**src/sv/lspq_pkg.sv**
```systemverilog
// Shared codes, stream widths and types of the linear-scan priority queue.
`default_nettype none
package lspq_pkg;

  localparam int unsigned ReqWidth     = 2;
  localparam int unsigned InValWidth   = 32;
  localparam int unsigned InPrioWidth  = 16;
  localparam int unsigned OutValWidth  = 32;
  localparam int unsigned StatusWidth  = 2;
  localparam int unsigned HeldWidth    = 4;
  localparam int unsigned STdataWidth  = 56;
  localparam int unsigned MTdataWidth  = 40;

  localparam logic [ReqWidth-1:0] REQ_INSERT = 2'd0;
  localparam logic [ReqWidth-1:0] REQ_PEEK   = 2'd1;
  localparam logic [ReqWidth-1:0] REQ_PULL   = 2'd2;

  localparam logic [StatusWidth-1:0] ST_OK    = 2'd0;
  localparam logic [StatusWidth-1:0] ST_EMPTY = 2'd1;
  localparam logic [StatusWidth-1:0] ST_FULL  = 2'd2;

  typedef enum logic [3:0] {
    S_IDLE  = 4'b0001,
    S_SCAN  = 4'b0010,
    S_SHIFT = 4'b0100,
    S_RESP  = 4'b1000
  } state_e;

  typedef struct packed {
    logic vld;
    logic first;
  } cmp_ctrl_t;

endpackage
`default_nettype wire

```
**src/sv/lspq_store.sv**
```systemverilog
// Entry memory: one write port and one registered read port.
`default_nettype none
module lspq_store #(
  parameter int unsigned DEPTH          = 8,
  parameter int unsigned VALUE_WIDTH    = 32,
  parameter int unsigned PRIORITY_WIDTH = 16,
  localparam int unsigned IdxW          = $clog2(DEPTH)
) (
  input  wire logic                      clk_i,
  input  wire logic                      wr_en_i,
  input  wire logic [IdxW-1:0]           wr_addr_i,
  input  wire logic [VALUE_WIDTH-1:0]    wr_val_i,
  input  wire logic [PRIORITY_WIDTH-1:0] wr_prio_i,
  input  wire logic                      rd_en_i,
  input  wire logic [IdxW-1:0]           rd_addr_i,
  output logic      [VALUE_WIDTH-1:0]    rd_val_o,
  output logic      [PRIORITY_WIDTH-1:0] rd_prio_o
);

  logic [VALUE_WIDTH+PRIORITY_WIDTH-1:0] mem [DEPTH];
  logic [VALUE_WIDTH+PRIORITY_WIDTH-1:0] rd_q;

  always_ff @(posedge clk_i) begin
    if (wr_en_i) begin
      mem[wr_addr_i] <= {wr_val_i, wr_prio_i};
    end
  end

  always_ff @(posedge clk_i) begin
    if (rd_en_i) begin
      rd_q <= mem[rd_addr_i];
    end
  end

  assign rd_val_o  = rd_q[VALUE_WIDTH+PRIORITY_WIDTH-1:PRIORITY_WIDTH];
  assign rd_prio_o = rd_q[PRIORITY_WIDTH-1:0];

endmodule
`default_nettype wire

```
**src/sv/lspq_best.sv**
```systemverilog
// Shared compare unit: tracks the highest-priority entry over a scan.
`default_nettype none
module lspq_best #(
  parameter int unsigned DEPTH          = 8,
  parameter int unsigned VALUE_WIDTH    = 32,
  parameter int unsigned PRIORITY_WIDTH = 16,
  localparam int unsigned IdxW          = $clog2(DEPTH)
) (
  input  wire logic                      clk_i,
  input  wire lspq_pkg::cmp_ctrl_t       ctrl_i,
  input  wire logic [IdxW-1:0]           idx_i,
  input  wire logic [VALUE_WIDTH-1:0]    val_i,
  input  wire logic [PRIORITY_WIDTH-1:0] prio_i,
  output logic      [IdxW-1:0]           best_idx_o,
  output logic      [VALUE_WIDTH-1:0]    best_val_o
);

  logic [IdxW-1:0]           best_idx_q;
  logic [VALUE_WIDTH-1:0]    best_val_q;
  logic [PRIORITY_WIDTH-1:0] best_prio_q;
  logic                      take;

  // strictly greater keeps the earliest entry on a tie
  assign take = ctrl_i.vld && (ctrl_i.first || ($signed(prio_i) > $signed(best_prio_q)));

  always_ff @(posedge clk_i) begin
    if (take) begin
      best_idx_q  <= idx_i;
      best_val_q  <= val_i;
      best_prio_q <= prio_i;
    end
  end

  assign best_idx_o = best_idx_q;
  assign best_val_o = best_val_q;

endmodule
`default_nettype wire

```
**src/sv/linear_scan_priority_queue.sv**
```systemverilog
// Top level of the linear-scan priority queue: sequencer, stream ports and result register.
// Usage:
//   Requests enter on s_axis (tdata: req_type, item_value, item_priority); one result per
//   request leaves on m_axis (tdata: result_value, status, entries_held).
//   Insert appends an entry; peek reports the value of the highest-priority entry (earliest
//   wins on a tie); pull reports it and removes it, moving later entries down one place.
//   Insert, an unused code or an empty/full case goes from idle straight to the result state.
//   Peek scans every entry; pull scans, then shifts the entries behind the winner down, a
//   step that writes nothing when the winner is the newest entry. Throughput is set by the
//   single read port of the entry memory, which the scan and the shift both walk one entry
//   a cycle.
//   s_axis_tready is high only while the sequencer is idle; a new request is taken while the
//   previous result still waits in the output register, and its result is held internally
//   until that register frees up.
//   Reset empties the queue and clears the output valid; memory contents are not cleared.
`default_nettype none
module linear_scan_priority_queue #(
  parameter int unsigned DEPTH          = 8,
  parameter int unsigned VALUE_WIDTH    = 32,
  parameter int unsigned PRIORITY_WIDTH = 16
) (
  input  wire logic                             clk_i,
  input  wire logic                             rst_ni,
  input  wire logic                             s_axis_tvalid,
  output logic                                  s_axis_tready,
  // [1:0] req_type, [33:2] item_value, [49:34] item_priority, [55:50] zero
  input  wire logic [lspq_pkg::STdataWidth-1:0] s_axis_tdata,
  output logic                                  m_axis_tvalid,
  input  wire logic                             m_axis_tready,
  // [31:0] result_value, [33:32] status, [37:34] entries_held, [39:38] zero
  output logic      [lspq_pkg::MTdataWidth-1:0] m_axis_tdata
);

  localparam int unsigned IdxW = $clog2(DEPTH);
  localparam int unsigned CntW = $clog2(DEPTH + 1);

  lspq_pkg::state_e state_q, state_d;

  logic [CntW-1:0] cnt_q, cnt_d;
  logic [CntW-1:0] iss_q, iss_d;
  logic            pull_q, pull_d;
  logic            rdv_q;
  logic [IdxW-1:0] rdi_q;

  logic [lspq_pkg::OutValWidth-1:0] res_val_q, res_val_d;
  logic [lspq_pkg::StatusWidth-1:0] res_st_q, res_st_d;

  logic                             m_vld_q, m_vld_d;
  logic [lspq_pkg::MTdataWidth-1:0] m_data_q, m_data_d;

  logic                             s_fire;
  logic [lspq_pkg::ReqWidth-1:0]    req;
  logic [63:0]                      in_val64;
  logic [31:0]                      in_prio32;
  logic                             rd_en;
  logic                             wr_en;
  logic [IdxW-1:0]                  wr_addr;
  logic [VALUE_WIDTH-1:0]           wr_val;
  logic [PRIORITY_WIDTH-1:0]        wr_prio;
  logic [VALUE_WIDTH-1:0]           rd_val;
  logic [PRIORITY_WIDTH-1:0]        rd_prio;
  logic [IdxW-1:0]                  best_idx;
  logic [VALUE_WIDTH-1:0]           best_val;
  logic [63:0]                      best_val64;
  logic                             walk_done;
  lspq_pkg::cmp_ctrl_t              cmp_ctrl;

  assign s_axis_tready = (state_q == lspq_pkg::S_IDLE);
  assign s_fire        = s_axis_tvalid && s_axis_tready;
  assign req           = s_axis_tdata[1:0];
  assign in_val64      = {32'b0, s_axis_tdata[33:2]};
  assign in_prio32     = {16'b0, s_axis_tdata[49:34]};
  assign best_val64    = 64'(best_val);

  assign rd_en = ((state_q == lspq_pkg::S_SCAN) || (state_q == lspq_pkg::S_SHIFT))
                 && (iss_q < cnt_q);
  assign walk_done = (iss_q == cnt_q) && !rdv_q;

  assign cmp_ctrl.vld   = rdv_q && (state_q == lspq_pkg::S_SCAN);
  assign cmp_ctrl.first = (rdi_q == '0);

  lspq_store #(
    .DEPTH          (DEPTH),
    .VALUE_WIDTH    (VALUE_WIDTH),
    .PRIORITY_WIDTH (PRIORITY_WIDTH)
  ) u_store (
    .clk_i     (clk_i),
    .wr_en_i   (wr_en),
    .wr_addr_i (wr_addr),
    .wr_val_i  (wr_val),
    .wr_prio_i (wr_prio),
    .rd_en_i   (rd_en),
    .rd_addr_i (iss_q[IdxW-1:0]),
    .rd_val_o  (rd_val),
    .rd_prio_o (rd_prio)
  );

  lspq_best #(
    .DEPTH          (DEPTH),
    .VALUE_WIDTH    (VALUE_WIDTH),
    .PRIORITY_WIDTH (PRIORITY_WIDTH)
  ) u_best (
    .clk_i      (clk_i),
    .ctrl_i     (cmp_ctrl),
    .idx_i      (rdi_q),
    .val_i      (rd_val),
    .prio_i     (rd_prio),
    .best_idx_o (best_idx),
    .best_val_o (best_val)
  );

  always_comb begin
    state_d   = state_q;
    cnt_d     = cnt_q;
    iss_d     = iss_q;
    pull_d    = pull_q;
    res_val_d = res_val_q;
    res_st_d  = res_st_q;
    m_vld_d   = m_vld_q && !m_axis_tready;
    m_data_d  = m_data_q;
    wr_en     = 1'b0;
    wr_addr   = cnt_q[IdxW-1:0];
    wr_val    = in_val64[VALUE_WIDTH-1:0];
    wr_prio   = in_prio32[PRIORITY_WIDTH-1:0];

    if (rd_en) begin
      iss_d = iss_q + CntW'(1);
    end

    unique case (state_q)
      lspq_pkg::S_IDLE: begin
        if (s_fire) begin
          res_val_d = '0;
          res_st_d  = lspq_pkg::ST_OK;
          iss_d     = '0;
          pull_d    = (req == lspq_pkg::REQ_PULL);
          state_d   = lspq_pkg::S_RESP;
          unique case (req) inside
            lspq_pkg::REQ_INSERT: begin
              if (cnt_q == CntW'(DEPTH)) begin
                res_st_d = lspq_pkg::ST_FULL;
              end else begin
                wr_en = 1'b1;
                cnt_d = cnt_q + CntW'(1);
              end
            end
            lspq_pkg::REQ_PEEK, lspq_pkg::REQ_PULL: begin
              if (cnt_q == '0) begin
                res_st_d = lspq_pkg::ST_EMPTY;
              end else begin
                state_d = lspq_pkg::S_SCAN;
              end
            end
            default: begin
              res_st_d = lspq_pkg::ST_OK;
            end
          endcase
        end
      end
      lspq_pkg::S_SCAN: begin
        if (walk_done) begin
          res_val_d = best_val64[lspq_pkg::OutValWidth-1:0];
          if (pull_q) begin
            iss_d   = CntW'(best_idx) + CntW'(1);
            state_d = lspq_pkg::S_SHIFT;
          end else begin
            state_d = lspq_pkg::S_RESP;
          end
        end
      end
      lspq_pkg::S_SHIFT: begin
        // move each later entry down one place
        if (rdv_q) begin
          wr_en   = 1'b1;
          wr_addr = rdi_q - IdxW'(1);
          wr_val  = rd_val;
          wr_prio = rd_prio;
        end
        if (walk_done) begin
          cnt_d   = cnt_q - CntW'(1);
          state_d = lspq_pkg::S_RESP;
        end
      end
      lspq_pkg::S_RESP: begin
        if (!m_vld_q || m_axis_tready) begin
          m_vld_d  = 1'b1;
          m_data_d = {2'b0, lspq_pkg::HeldWidth'(cnt_q), res_st_q, res_val_q};
          state_d  = lspq_pkg::S_IDLE;
        end
      end
      default: begin
        state_d = lspq_pkg::S_IDLE;
      end
    endcase
  end

  always_ff @(posedge clk_i or negedge rst_ni) begin
    if (!rst_ni) begin
      state_q <= lspq_pkg::S_IDLE;
      cnt_q   <= '0;
      iss_q   <= '0;
      pull_q  <= 1'b0;
      rdv_q   <= 1'b0;
      m_vld_q <= 1'b0;
    end else begin
      state_q <= state_d;
      cnt_q   <= cnt_d;
      iss_q   <= iss_d;
      pull_q  <= pull_d;
      rdv_q   <= rd_en;
      m_vld_q <= m_vld_d;
    end
  end

  always_ff @(posedge clk_i) begin
    rdi_q     <= iss_q[IdxW-1:0];
    res_val_q <= res_val_d;
    res_st_q  <= res_st_d;
    m_data_q  <= m_data_d;
  end

  assign m_axis_tvalid = m_vld_q;
  assign m_axis_tdata  = m_data_q;

endmodule
`default_nettype wire
```
**config.mk**
```make
export PLATFORM = sky130hd
export DESIGN_NAME = linear_scan_priority_queue
export DESIGN_NICKNAME = d
export VERILOG_FILES = /design/src/sv/lspq_pkg.sv /design/src/sv/lspq_store.sv /design/src/sv/lspq_best.sv /design/src/sv/linear_scan_priority_queue.sv
export SDC_FILE = /design/constraint.sdc
export NUM_CORES = 1
export LEC_CHECK = 0
export BUFFER_PORTS_ARGS = -buffer_cell sky130_fd_sc_hd__buf_4
export CAP_MARGIN = 20
export CELL_PAD_IN_SITES_DETAIL_PLACEMENT = 0
export CELL_PAD_IN_SITES_GLOBAL_PLACEMENT = 1
export CORE_MARGIN = 1.5
export CORE_UTILIZATION = 48
export CTS_CLUSTER_SIZE = 8
export DETAILED_ROUTE_END_ITERATION = 10
export GPL_TIMING_DRIVEN = 0
export PLACE_DENSITY = 0.78
export SETUP_SLACK_MARGIN = 0.15
export SYNTH_ARGS = -nofsm -noshare
export SYNTH_HDL_FRONTEND = slang
export SYNTH_HIERARCHICAL = 1
export SYNTH_SLANG_ARGS = --single-unit
```
**constraint.sdc**
```tcl
create_clock -name clk_i -period 5.47 [get_ports clk_i]
set_input_delay 0.547 -clock clk_i [delete_from_list [all_inputs] [get_ports clk_i]]
set_output_delay 0.547 -clock clk_i [all_outputs]
set_load 0.005 [all_outputs]
```
# After elaboration in Yosys (flattened, before gate mapping)
# Memory sizes are Yosys's and may differ from the RTL's. A register that Yosys moved wholly into a read port is not among the register bits.
# Cells that the tools add are included.
[totals] memories=1 ramBits=384 elab_cells=97 register_bits=141 inputBits=60
[op_classes] magnitude_cmp=2 n_eq_ne=14 reduce_logical=23 muxes=39 add_sub_neg=5
[mem_list] name="u_store.mem" depth=8 word_bits=48 rd=1 rd_ports_with_merged_regs=1 write_ports=1 line="lspq_store.sv:20" text="logic [VALUE_WIDTH+PRIORITY_WIDTH-1:0] mem [DEPTH];"
[op_table] operator="two-way mux 32 bit" n=4
[op_table] operator="one-hot mux 32 bit (2 select lines)" n=1
[op_table] operator="two-way mux 4 bit" n=15
[op_table] operator="two-way mux 16 bit" n=2
[op_table] operator="> comparator 16 bit" n=1
[op_table] operator="one-hot mux 4 bit (2 select lines)" n=2
[op_table] operator="one-hot mux 4 bit (4 select lines)" n=1
[op_table] operator="two-way mux 1 bit" n=9
[op_table] operator="adder 4 x 1 -> 4 bit (second input constant)" n=2
[op_table] operator="equality test 4 bit (second input constant)" n=2
[op_table] operator="inequality test 2 bit (second input constant)" n=4
[op_table] operator="logical AND 1 bit" n=6
[op_table] operator="two-way mux 3 bit" n=2
[op_table] operator="AND reduction 5 bit" n=1
[op_table] operator="adder 3 x 1 -> 4 bit (second input constant)" n=1
[op_table] operator="equality test 4 x 1 -> 1 bit (second input constant)" n=1
[op_table] operator="equality test 4 x 2 -> 1 bit (second input constant)" n=1
[op_table] operator="equality test 4 x 3 -> 1 bit (second input constant)" n=1
[op_table] operator="equality test 4 bit" n=1
[op_table] operator="logical NOT 4 bit" n=1
[op_table] operator="less-than comparator 4 bit" n=1
[op_table] operator="inequality test 2 x 1 -> 1 bit (second input constant)" n=2
[op_table] operator="one-hot mux 2 bit (2 select lines)" n=1
[op_table] operator="AND reduction 2 bit" n=2
[op_table] operator="14 further kinds" n=19

# Logic depth before layout (Yosys ltp)
# Gate-level depths: netlist of the first run.
[logic_depth] ltp_word=7 ltp_mapped=8 mapped_depth_nobuf=8

# Modules after synthesis
# The synthesis of the first run kept the hierarchy.
[modules_own_cells] mod="lspq_store" seq_area_each_um2=12972.4 area_each_um2=16100.4 cells_each=616 instances=1
[modules_own_cells] mod="linear_scan_priority_queue" seq_area_each_um2=2598.7 area_each_um2=4129.0 cells_each=284 instances=1
[modules_own_cells] mod="lspq_best" seq_area_each_um2=1531.5 area_each_um2=1958.1 cells_each=107 instances=1

# Worst setup path after synthesis of the first run
# Ideal clock, no wire load.
[synth_path] path_kind="register -> register" startpoint="reg state_q[3]" endpoint="mem u_store/mem[0][0] (netlist bit) (enable)" n_path_buf=1 path_slack_ns=0.007 path_stages_with_launch=8 period_less_slack_ns=5.463 required_ns=4.957 t_arrival_ns=4.951 cell_sequence="dfrtp_1 -> nor4b_4 -> nand2_2 -> clkbuf_1 -> nand2_1 -> o21ai_0 -> nand2b_1 -> nor3_1"
[synth_lines] element="start, declared" line="linear_scan_priority_queue.sv:37" text="lspq_pkg::state_e state_q, state_d;"
[synth_lines] element="start signal, assigned" line="linear_scan_priority_queue.sv:199" text="state_q <= lspq_pkg::S_IDLE;"
[synth_lines] element="start signal, assigned" line="linear_scan_priority_queue.sv:206" text="state_q <= state_d;"
[synth_lines] element="equality test 4 x 3 -> 1 bit" line="linear_scan_priority_queue.sv:130" text="unique case (state_q)"
[synth_lines] element="two-way mux 3 bit" line="linear_scan_priority_queue.sv:130"
[synth_lines] element="via wr_addr[2]" line="linear_scan_priority_queue.sv:57" text="logic [IdxW-1:0] wr_addr;"
[synth_lines] element="end, declared" line="lspq_store.sv:20"
# The timed path passes the listed nets, and every way through them passes these cells.

# Worst setup path in the final report of the first run
[layout_path] startpoint="reg state_q[3]" endpoint="mem u_store/mem[7][34] (netlist bit) (enable)"
# Same word-level chain as after synthesis.

==> metrics.txt, run 1 <==
# TYPE chip_impl_metric gauge
chip_impl_info{name="synth-main-ff-cell",value="edfxtp_1"} 1
chip_impl_metric{name="globalplace.congestion",unit=""} 0.760
chip_impl_info{name="tritoncts",value="built"} 1
chip_impl_metric{name="max_cap_viol_count",unit=""} 0
chip_impl_metric{name="synthCells",unit=""} 1007
chip_impl_metric{name="grt.total_usage",unit="%"} 19.3
chip_impl_metric{name="grt_start_max_net_pins",unit=""} 45
chip_impl_metric{name="clock.fmax",unit="MHz"} 233
chip_impl_metric{name="ir_worst_vdd",unit="µV"} 230
chip_impl_metric{name="grt_first_pass_wirelength",unit="µm"} 66800
chip_impl_metric{name="start_util",unit="%"} 48.8
chip_impl_metric{name="firstDrtPassIters",unit=""} 4
chip_impl_metric{name="grt_overflow",unit=""} 0
chip_impl_metric{name="final_design_area_no_fill",unit="mm²"} 0.0266
chip_impl_info{name="commonest_cells_after_routing_fill_and_taps_aside",value="555 x edfxtp_1, 95 x buf_4, 93 x mux4_2, 83 x clkbuf_16, 56 x mux2_2"} 1
chip_impl_metric{name="drc_errors",unit=""} 0
chip_impl_metric{name="cp_data_arrival_time",unit="ns"} 4.57
chip_impl_metric{name="detailroute.via_count",unit=""} 10300
chip_impl_metric{name="layout.nets",unit=""} 1302
chip_impl_metric{name="worst_slew_pin_slew",unit="ns"} 1.11
chip_impl_metric{name="final.min_clock_period",unit="ns"} 4.30
chip_impl_metric{name="share_of_the_synthesized_area_in_compound_gates_ao_oa_aoi_oai",unit="%"} 1.07
chip_impl_metric{name="met1_usage",unit="%"} 26.6
chip_impl_metric{name="clock_tree.buffer_depth",unit=""} 3
chip_impl_metric{name="final_core_util",unit="%"} 58.5
chip_impl_info{name="globalRoute.busiestLayer",value="met2"} 1
chip_impl_metric{name="synth-xor-area-share",unit="%"} 0.276
chip_impl_metric{name="crit_path_max_fanout",unit=""} 24
chip_impl_metric{name="die_span_in_x",unit="µm"} 218
chip_impl_metric{name="netlist_area_before_placement",unit="mm²"} 0.0222
chip_impl_info{name="main_combinational_cell_family_by_area_after_synthesis",value="multiplexers"} 1
chip_impl_metric{name="synth_warnings",unit=""} 6
chip_impl_metric{name="synthAdderAreaFrac",unit="%"} 1.73
chip_impl_metric{name="maxSlewHeadroom",unit="%"} 25.8
chip_impl_metric{name="synth_largest_type_area_fraction",unit="%"} 75.1
chip_impl_metric{name="synth-seq-cells",unit=""} 573
chip_impl_metric{name="floorplan.rows",unit=""} 78
chip_impl_metric{name="seq_area_frac_synth",unit="%"} 77.1
chip_impl_metric{name="finalCritPeriodShare",unit="%"} 78.6
chip_impl_metric{name="final-max-slew-violation-count",unit=""} 0
chip_impl_metric{name="timing.final.setup_violations",unit=""} 0
chip_impl_metric{name="async_reset_ff_share",unit="%"} 2.62
chip_impl_metric{name="syn2layout_area_growth",unit="%"} 19.8
chip_impl_metric{name="viasPerCell",unit=""} 5.62
chip_impl_metric{name="power_density",unit="mW/mm²"} 420
chip_impl_metric{name="die-area",unit="mm²"} 0.0475
chip_impl_metric{name="post-dp-hpwl",unit="µm"} 27100
chip_impl_metric{name="post_synth_and_or_nand_nor_area_fraction",unit="%"} 2.70
chip_impl_metric{name="dp_cells",unit=""} 1728
chip_impl_metric{name="drt_iter0_markers",unit=""} 895
chip_impl_metric{name="clk-insertion-delay-late",unit="ns"} 0.60
chip_impl_metric{name="placeableCoreArea",unit="mm²"} 0.0455
chip_impl_info{name="worst_hold_path_type",value="in -> reg"} 1
chip_impl_metric{name="power.static_leakage",unit="nW"} 8.93
chip_impl_info{name="mostFrequentLayoutCell",value="edfxtp_1"} 1
chip_impl_metric{name="yosys-mux-area-fraction",unit="%"} 15.5
chip_impl_metric{name="gr-usage-met3",unit="%"} 4.24
chip_impl_metric{name="avg_inst_size_synth",unit="µm²"} 22.0
chip_impl_metric{name="cts_sinks",unit=""} 573
chip_impl_metric{name="wl_per_cell",unit="µm"} 24.2
chip_impl_metric{name="design.portCount",unit=""} 102
chip_impl_info{name="synth_top_cells_by_area",value="edfxtp_1 75%, mux4_2 9.4%, mux2_2 2.8%"} 1
chip_impl_metric{name="cts-resized-gates",unit=""} 0
chip_impl_info{name="synth_area_leader_cell",value="edfxtp_1"} 1
chip_impl_metric{name="antenna_violations_before_repair",unit=""} 0
chip_impl_metric{name="route.antenna.remaining_nets",unit=""} 0
chip_impl_metric{name="placedInstanceArea",unit="mm²"} 0.0244
chip_impl_metric{name="finalNonFillerCells",unit=""} 1836
chip_impl_metric{name="cts.clk_slew.worst_paths",unit="ns"} 0.05
chip_impl_info{name="rsz0062_at_grt",value="no"} 1
chip_impl_metric{name="finClkSkew",unit="ns"} 0.0242
chip_impl_metric{name="htree_num_levels",unit=""} 3
chip_impl_metric{name="worstPathRequired",unit="ns"} 5.74
chip_impl_metric{name="fill_cells",unit=""} 3262
chip_impl_info{name="worst_setup_path_end_kind",value="flop"} 1
chip_impl_metric{name="floorplan.die.height",unit="µm"} 218
chip_impl_metric{name="number_of_buffers_created_by_cts",unit=""} 81
chip_impl_metric{name="grt_pass1_vias",unit=""} 10800
chip_impl_metric{name="layout-drive-gt1-share",unit="%"} 35.8
chip_impl_metric{name="synth_edf_count",unit=""} 555
chip_impl_metric{name="final.hold.worst_slack",unit="ns"} 0.164
chip_impl_metric{name="port_buffers",unit=""} 93
chip_impl_metric{name="drt-total-wl",unit="µm"} 44400
chip_impl_info{name="status",value="complete, no violations"} 1
chip_impl_metric{name="final_hold_viol_count",unit=""} 0
chip_impl_metric{name="setup_tns",unit="ns"} 0
chip_impl_info{name="category_of_the_worst_setup_path_launch_point",value="flop"} 1
chip_impl_info{name="cts_root_buffer",value="clkbuf_16"} 1
chip_impl_metric{name="grt_util_met2",unit="%"} 30.8
chip_impl_metric{name="synth.distinct_cells",unit=""} 59
chip_impl_info{name="worstSetupPathType",value="reg -> reg"} 1
[through the flow]
stage	setup slack, ns	power, mW
after CTS	1.14	11.3
after detailed placement	1.20	6.84
after global placement	-1.79	6.72
after floorplan	1.09	6.30
after global routing	0.900	11.6
final	1.17	11.2
[synth_stat cells, types with 2 or more instances]
master    instances
xnor2_1           6
and4_1            2
a32oi_1           2
mux4_2           93
nand2b_1          4
buf_12            5
buf_1             4
dfxtp_1           3
buf_4             2
a21o_1            4
nand4_1           2
dfrtp_1          14
mux2_4           41
o21ai_0          12
nand3_1           9
nor2_1            9
clkbuf_1         14
and2_1           33
edfxtp_1        555
o22ai_1           4
mux2_2           56
mux4_1            3
a221o_1           2
inv_1            29
clkinv_2          2
a21oi_1           7
buf_2            12
ha_1             29
nand2_1          17
nor3_1            3
[timing repair]
item                       in CTS  in global routing
setup endpoints to repair       0                  0
hold buffers                    1                  0
buffers inserted                0                  0
hold endpoints to repair       14                  0
[logic make-up after synthesis]
family | count (synthesis)
flops | 573
compound gates | 37
simple gates | 96
buf+inv | 69
fa+ha+maj | 30
mux | 194
xor+xnor | 7
other cells | 1
[sequential cells by signal, indices dropped and copies added (netlist names), 16 cells and up]
| signal | flops |
|---|---|
| u_store/rd_q | 48 |
| u_best/best_prio_q | 16 |
| u_store/mem | 384 |
| m_axis_tdata | 38 |
| res_val_q | 32 |
| u_best/best_val_o | 32 |
[layer usage]
layer	routed length, µm	vias to the layer above	part of all wire, %
li1	-	4507	-
met1	19000	5403	43
met2	21800	342	49
met3	2730	62	6.2
met4	904	0	2.0
met5	0	-	0
[path summary, 6_finish.rpt]
| kind | startpoint | to | slack, ns | cells past startpoint |
|---|---|---|---|---|
| worst min register to register | res_val_q[6] | m_axis_tdata[6] | 0.41 | 0 |
| max in group asynchronous | rst_ni | state_q[0] | 4.86 | 2 |
| worst max-delay path | state_q[3] | u_store/mem[7][34] | 1.17 | 8 |
| worst max register to register | state_q[3] | u_store/mem[7][34] | 1.17 | 8 |
| worst min-delay path | m_axis_tready | m_axis_tvalid | 0.16 | 2 |
| min in group asynchronous | rst_ni | cnt_q[1] | 0.35 | 2 |
[cell type report]
class / instances / area [µm²] / area share (%)
diodes: 1 / 2.50 / 0.00941
plain buffers: 38 / 254 / 0.955
clock buffers: 101 / 2140 / 8.07
clock inverters: 5 / 70.1 / 0.264
inverters: 31 / 119 / 0.447
multi-input cells: 366 / 4820 / 18.1
flip-flops and latches: 573 / 17100 / 64.3
well taps: 600 / 751 / 2.82
repair buffers: 121 / 1330 / 4.99
[critical path, cell delays in order, from the launching register on]
cell      delay [ns]
dfrtp_1         0.42
nor4b_4         0.59
nand2_2         0.38
clkbuf_1        0.40
o21ai_0         0.84
nand2_1         0.33
nor2_4          0.51
buf_16          0.23
buf_12          0.23
[where the power goes]
| group | internal [mW] | switching, mW | leakage [nW] | total, mW |
|---|---|---|---|---|
| Combinational | 0.692 | 0.729 | 2.61 | 1.42 |
| Sequential | 5.20 | 0.132 | 5.25 | 5.33 |
| Clock | 2.71 | 1.70 | 1.08 | 4.41 |
No activity file was read; power rests on OpenSTA's default activity.
==> run 2, diff against run 1 <==
Settings changed: PLACE_DENSITY 0.78 to 0.75.
Clock period 5.47 ns to 4.2 ns, I/O delays scaled along.
==> run 2 against run 1 <==
Against the previous run:
- critical endpoint is now u_store/mem[3][35]
- via count grew 0.21%
- setup slack lost 0.70 ns
- clock skew shrank 0.0026 ns
- largest cell class unchanged
- highest routed layer unchanged
- routed wire length shrank 0.14%
- die area is the same
- final area is essentially flat
- clock power grew 28%
- sequential power grew 30%
- worst hold slack lost 0.12 ns
- utilization is essentially flat
- clock-buffer cell count shrank 5
==> metrics.txt, run 2 (same netlist as run 1, synthesis figures left out) <==
# TYPE chip_impl_metric gauge
chip_impl_info{name="status",value="complete, no violations"} 1
chip_impl_info{name="worstSetupPathType",value="reg -> reg"} 1
chip_impl_metric{name="placeableCoreArea",unit="mm²"} 0.0455
chip_impl_metric{name="viasPerCell",unit=""} 5.63
chip_impl_metric{name="grt_overflow",unit=""} 0
chip_impl_metric{name="worst_slew_pin_slew",unit="ns"} 1.07
chip_impl_metric{name="layout-drive-gt1-share",unit="%"} 36.3
chip_impl_metric{name="max_cap_viol_count",unit=""} 0
chip_impl_metric{name="fill_cells",unit=""} 3289
chip_impl_metric{name="number_of_flip_flops_under_the_largest_register_name",unit=""} 384
chip_impl_metric{name="globalplace.congestion",unit=""} 0.743
chip_impl_metric{name="power_density",unit="mW/mm²"} 544
chip_impl_metric{name="design.portCount",unit=""} 102
chip_impl_info{name="hold-path-endpoint",value="m_axis_tvalid"} 1
chip_impl_info{name="mostFrequentLayoutCell",value="edfxtp_1"} 1
chip_impl_metric{name="post-dp-hpwl",unit="µm"} 27300
chip_impl_metric{name="worst_r2r_path_depth",unit=""} 8
chip_impl_metric{name="final_hold_viol_count",unit=""} 0
chip_impl_info{name="worst_hold_path_type",value="in -> reg"} 1
chip_impl_metric{name="finalCritPeriodShare",unit="%"} 88.7
chip_impl_metric{name="die-area",unit="mm²"} 0.0475
chip_impl_metric{name="timing.final.setup_violations",unit=""} 0
chip_impl_metric{name="drc_errors",unit=""} 0
chip_impl_metric{name="hold_path_depth",unit=""} 2
chip_impl_info{name="category_of_the_worst_setup_path_launch_point",value="flop"} 1
chip_impl_info{name="cts_root_buffer",value="clkbuf_16"} 1
chip_impl_metric{name="worstPathRequired",unit="ns"} 4.47
chip_impl_metric{name="power.static_leakage",unit="nW"} 8.94
chip_impl_metric{name="port_buffers",unit=""} 93
chip_impl_metric{name="clock_share_of_power",unit="%"} 39.2
chip_impl_metric{name="grt_first_pass_wirelength",unit="µm"} 67100
chip_impl_metric{name="route.antenna.remaining_nets",unit=""} 0
chip_impl_info{name="tritoncts",value="built"} 1
chip_impl_info{name="r2r-end",value="u_store/mem[3][35]"} 1
chip_impl_metric{name="clk-insertion-delay-late",unit="ns"} 0.59
chip_impl_info{name="regMostFlops",value="u_store/mem"} 1
chip_impl_metric{name="power.share.switching",unit="%"} 23.0
chip_impl_metric{name="grt_pass1_vias",unit=""} 10900
chip_impl_metric{name="floorplan.rows",unit=""} 78
chip_impl_info{name="commonest_cells_after_routing_fill_and_taps_aside",value="555 x edfxtp_1, 98 x buf_4, 93 x mux4_2, 81 x clkbuf_16, 56 x mux2_2"} 1
chip_impl_metric{name="crit_path_max_fanout",unit=""} 25
chip_impl_info{name="rsz0062_at_grt",value="no"} 1
chip_impl_metric{name="detailedPlace.worstSlack",unit="ns"} 0.0458
chip_impl_metric{name="clock_tree.buffer_depth",unit=""} 3
chip_impl_metric{name="maxSlewHeadroom",unit="%"} 28.4
chip_impl_metric{name="final_core_util",unit="%"} 58.4
chip_impl_metric{name="grt.total_usage",unit="%"} 19.4
chip_impl_metric{name="syn2layout_area_growth",unit="%"} 19.8
chip_impl_metric{name="cell_internal_pwr",unit="mW"} 11.1
chip_impl_metric{name="ir_worst_vdd",unit="µV"} 287
chip_impl_metric{name="detailroute.via_count",unit=""} 10300
chip_impl_metric{name="timing.reg2reg.setup_slack",unit="ns"} 0.47
chip_impl_metric{name="start_util",unit="%"} 48.8
chip_impl_metric{name="die_span_in_x",unit="µm"} 218
chip_impl_metric{name="floorplan.die.height",unit="µm"} 218
chip_impl_info{name="regToRegStartpoint",value="state_q[3]"} 1
chip_impl_metric{name="seqPwrFrac",unit="%"} 48.0
chip_impl_metric{name="clock.fmax",unit="MHz"} 268
chip_impl_metric{name="final-max-slew-violation-count",unit=""} 0
chip_impl_metric{name="power.switching",unit="mW"} 3.33
chip_impl_info{name="timing.hold.worst.start",value="m_axis_tready"} 1
chip_impl_metric{name="htree_num_levels",unit=""} 3
chip_impl_metric{name="antenna_violations_before_repair",unit=""} 1
chip_impl_metric{name="final.min_clock_period",unit="ns"} 3.73
chip_impl_metric{name="cts_sinks",unit=""} 573
chip_impl_metric{name="finClkSkew",unit="ns"} 0.0215
chip_impl_metric{name="n_antenna_cell",unit=""} 0
chip_impl_metric{name="cts.clk_slew.worst_paths",unit="ns"} 0.05
chip_impl_metric{name="layout.nets",unit=""} 1306
chip_impl_metric{name="power_frac_comb",unit="%"} 12.8
chip_impl_metric{name="final_critical_path_setup_slack",unit="ns"} 0.474
chip_impl_metric{name="firstDrtPassIters",unit=""} 5
chip_impl_metric{name="drt-total-wl",unit="µm"} 44300
chip_impl_metric{name="cp_data_arrival_time",unit="ns"} 4.00
chip_impl_metric{name="drt_iter0_markers",unit=""} 1036
chip_impl_metric{name="grt_start_max_net_pins",unit=""} 33
chip_impl_metric{name="wl_per_cell",unit="µm"} 24.1
chip_impl_metric{name="number_of_buffers_created_by_cts",unit=""} 81
chip_impl_info{name="worst_setup_path_end_kind",value="flop"} 1
-- run 2: how the worst max path moves through the flow --
stage	startpoint	end	slack [ns]	cells past startpoint
after floorplan	state_q[3]	u_store/mem[3][0]	-0.18	6
after global placement	state_q[3]	u_store/mem[1][31]	-3.14	6
after detailed placement	state_q[3]	u_best/best_val_o[12]	0.05	8
after CTS	state_q[3]	u_store/mem[0][47]	0.15	10
after global routing	state_q[3]	u_store/mem[2][35]	0.26	9
final	state_q[3]	u_store/mem[3][35]	0.47	8
-- run 2: metal layers --
layer	GRT usage, %	up-vias	part of all wire, %
met3	3.36	72	4.8
met1	26.8	5474	43
met2	31.5	286	50
met5	0	-	0
li1	-	4504	-
met4	6.64	0	2.2
-- run 2: stage by stage --
| step | hold WS (ns) | area (µm²) | TNS (ns) | power, mW | cells |
|---|---|---|---|---|---|
| after floorplan | 0.124 | 22200 | -40.03 | 8.21 | 1008 |
| after global routing | 0.0406 | 26600 | 0 | 15.0 | 1836 |
| after detailed placement | 0.297 | 24300 | 0 | 8.91 | 1728 |
| final | 0.0421 | 26600 | 0 | 14.5 | 1836 |
| after global placement | 0.291 | 23700 | -1241.38 | 8.76 | 1701 |
| after CTS | 0.0121 | 26500 | 0 | 14.6 | 1832 |
-- run 2: cell type report --
type	count	area [µm²]	area share (%)
Sequential cell	573	17100	64.4
Buffer	38	256	0.965
Clock buffer	96	2080	7.84
Timing Repair Buffer	125	1350	5.09
Clock inverter	7	82.6	0.311
Tap cell	600	751	2.83
Multi-Input combinational cell	366	4820	18.2
Inverter	31	119	0.447
-- run 2: critical path, cell delays in order (launching register included) --
cell	delay [ns]
dfrtp_1	0.42
nor4b_4	0.61
nand2_2	0.39
clkbuf_1	0.44
o21ai_2	0.45
nand2_1	0.23
nor2_4	0.35
buf_12	0.24
buf_12	0.24
-- run 2: power by group through the flow --
stage          registers [mW]  logic [mW]  clock network [mW]
3_5_place_dp             7.05        1.86                   0
3_3_place_gp             7.07        1.69                   0
4_1_cts                  6.94        1.87                5.78
6_report                 6.94        1.85                5.66
5_1_grt                  6.97        2.00                6.02
2_1_floorplan            7.00        1.21                   0
-- run 2: timing repair --
| item | CTS | global route |
|---|---|---|
| resized for setup | 3 | 4 |
| setup buffers | 0 | 4 |
| setup endpoints to repair | 180 | 162 |
| hold buffers | 1 | 0 |
| hold endpoints to repair | 15 | 0 |
| pin swaps | 0 | 2 |
==> run 3, diff against run 2 <==
Settings changed: BUFFER_PORTS_ARGS -buffer_cell sky130_fd_sc_hd__buf_4 to default, DONT_BUFFER_PORTS from default to 1, PLACE_DENSITY 0.75 to 0.73, SETUP_SLACK_MARGIN 0.15 to 0.5.
==> run 3 against run 2 <==
Against the previous run:
- clock power hardly changed
- largest cell class unchanged
- sequential cell count is the same
- utilization is 1.4 points lower
- global-route usage down 0.48 points
- first-iteration DRC count decreased by 29%
- worst hold slack improved by 0.048 ns
- critical path type unchanged
- total power decreased by 0.63%
==> metrics.txt, run 3 (same netlist as run 1, synthesis figures left out) <==
# TYPE chip_impl_metric gauge
chip_impl_metric{name="crit_path_max_fanout",unit=""} 44
chip_impl_metric{name="final_design_area_no_fill",unit="mm²"} 0.0259
chip_impl_metric{name="power_density",unit="mW/mm²"} 554
chip_impl_metric{name="drt_iter0_markers",unit=""} 736
chip_impl_info{name="worst_setup_path_end_kind",value="flop"} 1
chip_impl_metric{name="floorplan.rows",unit=""} 78
chip_impl_metric{name="final_core_util",unit="%"} 57.0
chip_impl_metric{name="firstDrtPassIters",unit=""} 5
chip_impl_metric{name="cell_internal_pwr",unit="mW"} 11.1
chip_impl_metric{name="syn2layout_area_growth",unit="%"} 16.9
chip_impl_info{name="regMostFlops",value="u_store/mem"} 1
chip_impl_metric{name="worstPathRequired",unit="ns"} 4.46
chip_impl_metric{name="power.switching",unit="mW"} 3.29
chip_impl_metric{name="globalplace.congestion",unit=""} 0.723
chip_impl_metric{name="start_util",unit="%"} 48.8
chip_impl_metric{name="power.static_leakage",unit="nW"} 8.52
chip_impl_metric{name="post-dp-hpwl",unit="µm"} 26500
chip_impl_metric{name="antenna_violations_before_repair",unit=""} 7
chip_impl_metric{name="final_critical_path_setup_slack",unit="ns"} 0.794
chip_impl_info{name="cts_root_buffer",value="clkbuf_16"} 1
chip_impl_metric{name="clock_share_of_power",unit="%"} 39.6
chip_impl_metric{name="placedInstanceArea",unit="mm²"} 0.0236
chip_impl_metric{name="placeableCoreArea",unit="mm²"} 0.0455
chip_impl_metric{name="floorplan.die.height",unit="µm"} 218
chip_impl_metric{name="grt_pass1_vias",unit=""} 10400
chip_impl_info{name="tritoncts",value="built"} 1
chip_impl_metric{name="drt-total-wl",unit="µm"} 43000
chip_impl_metric{name="clk-insertion-delay-late",unit="ns"} 0.60
chip_impl_metric{name="viasPerCell",unit=""} 5.61
chip_impl_metric{name="dp_cells",unit=""} 1634
chip_impl_metric{name="cts.clk_slew.worst_paths",unit="ns"} 0.05
chip_impl_metric{name="timing.final.setup_violations",unit=""} 0
chip_impl_metric{name="cts_sinks",unit=""} 573
chip_impl_metric{name="port_buffers",unit=""} 0
chip_impl_info{name="worstSetupPathType",value="reg -> reg"} 1
chip_impl_metric{name="grt_overflow",unit=""} 0
chip_impl_metric{name="final_hold_viol_count",unit=""} 0
chip_impl_info{name="commonest_cells_after_routing_fill_and_taps_aside",value="555 x edfxtp_1, 93 x mux4_2, 82 x clkbuf_16, 56 x mux2_2, 41 x mux2_4"} 1
chip_impl_info{name="rsz0062_at_grt",value="no"} 1
chip_impl_metric{name="clock_tree.buffer_depth",unit=""} 3
chip_impl_metric{name="power.share.switching",unit="%"} 22.9
chip_impl_metric{name="layout-drive-gt1-share",unit="%"} 31.4
chip_impl_metric{name="drc_errors",unit=""} 0
chip_impl_metric{name="die_span_in_x",unit="µm"} 218
chip_impl_metric{name="power.total",unit="mW"} 14.4
chip_impl_metric{name="grt_first_pass_wirelength",unit="µm"} 65300
chip_impl_metric{name="layout.nets",unit=""} 1218
chip_impl_metric{name="number_of_buffers_created_by_cts",unit=""} 81
chip_impl_metric{name="max_cap_viol_count",unit=""} 0
chip_impl_info{name="worst_hold_path_type",value="in -> reg"} 1
chip_impl_metric{name="design.portCount",unit=""} 102
chip_impl_metric{name="ir_worst_vdd",unit="µV"} 292
chip_impl_metric{name="worst_slew_pin_slew",unit="ns"} 1.04
chip_impl_metric{name="finalCritPeriodShare",unit="%"} 81.1
chip_impl_metric{name="grt_start_max_net_pins",unit=""} 45
chip_impl_metric{name="grt.total_usage",unit="%"} 18.9
chip_impl_info{name="status",value="complete, no violations"} 1
chip_impl_metric{name="setup_tns",unit="ns"} 0
chip_impl_metric{name="route.antenna.remaining_nets",unit=""} 0
chip_impl_metric{name="clock.fmax",unit="MHz"} 294
chip_impl_metric{name="die-area",unit="mm²"} 0.0475
chip_impl_metric{name="power_frac_comb",unit="%"} 12.0
chip_impl_metric{name="final.min_clock_period",unit="ns"} 3.41
chip_impl_metric{name="seqPwrFrac",unit="%"} 48.4
chip_impl_metric{name="maxSlewHeadroom",unit="%"} 30.9
chip_impl_metric{name="final-max-slew-violation-count",unit=""} 0
chip_impl_metric{name="detailedPlace.worstSlack",unit="ns"} -0.0917
chip_impl_metric{name="detailroute.via_count",unit=""} 9844
chip_impl_metric{name="number_of_flip_flops_under_the_largest_register_name",unit=""} 384
chip_impl_info{name="category_of_the_worst_setup_path_launch_point",value="flop"} 1
chip_impl_metric{name="cp_data_arrival_time",unit="ns"} 3.66
chip_impl_metric{name="finClkSkew",unit="ns"} 0.0169
chip_impl_info{name="mostFrequentLayoutCell",value="edfxtp_1"} 1
chip_impl_metric{name="finalNonFillerCells",unit=""} 1754
chip_impl_metric{name="wl_per_cell",unit="µm"} 24.5
chip_impl_metric{name="final.hold.worst_slack",unit="ns"} 0.0898
chip_impl_metric{name="htree_num_levels",unit=""} 3
[run 3: changes by cell type in the layout (fill, tap and decap cells not counted), sizes merged]
cell	previous run	this run
buf	148	58
clkbuf	110	113
clkinv	5	6
diode	0	3
dlygate4sd3	1	3
inv	33	32
[run 3: critical path, stage by stage, from the launching register on]
cell	delay [ns]
dfrtp_1	0.42
nor4b_2	0.43
clkbuf_2	0.40
clkbuf_2	0.38
and2_1	0.29
o31a_1	0.23
or3b_1	0.41
nand3_4	0.17
buf_16	0.31
[run 3: layer usage]
| metal | routed length, µm | GRT usage (%) |
|---|---|---|
| met1 | 18800 | 26.1 |
| met2 | 20800 | 29.8 |
| met3 | 2510 | 4.34 |
| met4 | 892 | 6.67 |
| met5 | 34 | 0 |
[run 3: cell type report]
class | count | area (µm²)
Clock inverter | 7 | 78.8
Antenna cell | 3 | 7.51
Sequential cell | 573 | 17100
Inverter | 31 | 119
Tap cell | 600 | 751
Buffer | 38 | 256
Timing Repair Buffer | 37 | 668
Multi-Input combinational cell | 366 | 4830
Clock buffer | 99 | 2120
Fill cell | 3341 | 19600
[run 3: final timing paths]
check,startpoint,to,slack [ns],depth (start not counted)
worst max-delay path,state_q[2],u_best/best_val_o[19],0.79,8
worst min-delay path,s_axis_tvalid,res_st_q[0],0.09,2
worst max register to register,state_q[2],u_best/best_val_o[19],0.79,8
worst min register to register,res_val_q[8],m_axis_tdata[8],0.42,0
max in group asynchronous,rst_ni,iss_q[2],3.34,1
min in group asynchronous,rst_ni,pull_q,0.36,1
[run 3: timing repair]
action,CTS,global route
endpoints found under the setup margin,396,232
buffers inserted,6,2
pin swaps,4,1
gates resized for setup,6,1
gates cloned,0,0
hold buffers,3,0
endpoints found under the hold margin,17,0
[run 3: power groups by stage]
stage	Sequential, mW	Clock [mW]	Combinational (mW)
3_5_place_dp	7.06	0	1.73
6_report	6.95	5.69	1.72
4_1_cts	6.96	5.82	1.76
3_3_place_gp	7.08	0	1.56
2_1_floorplan	7.00	0	1.21
5_1_grt	6.99	6.05	1.87
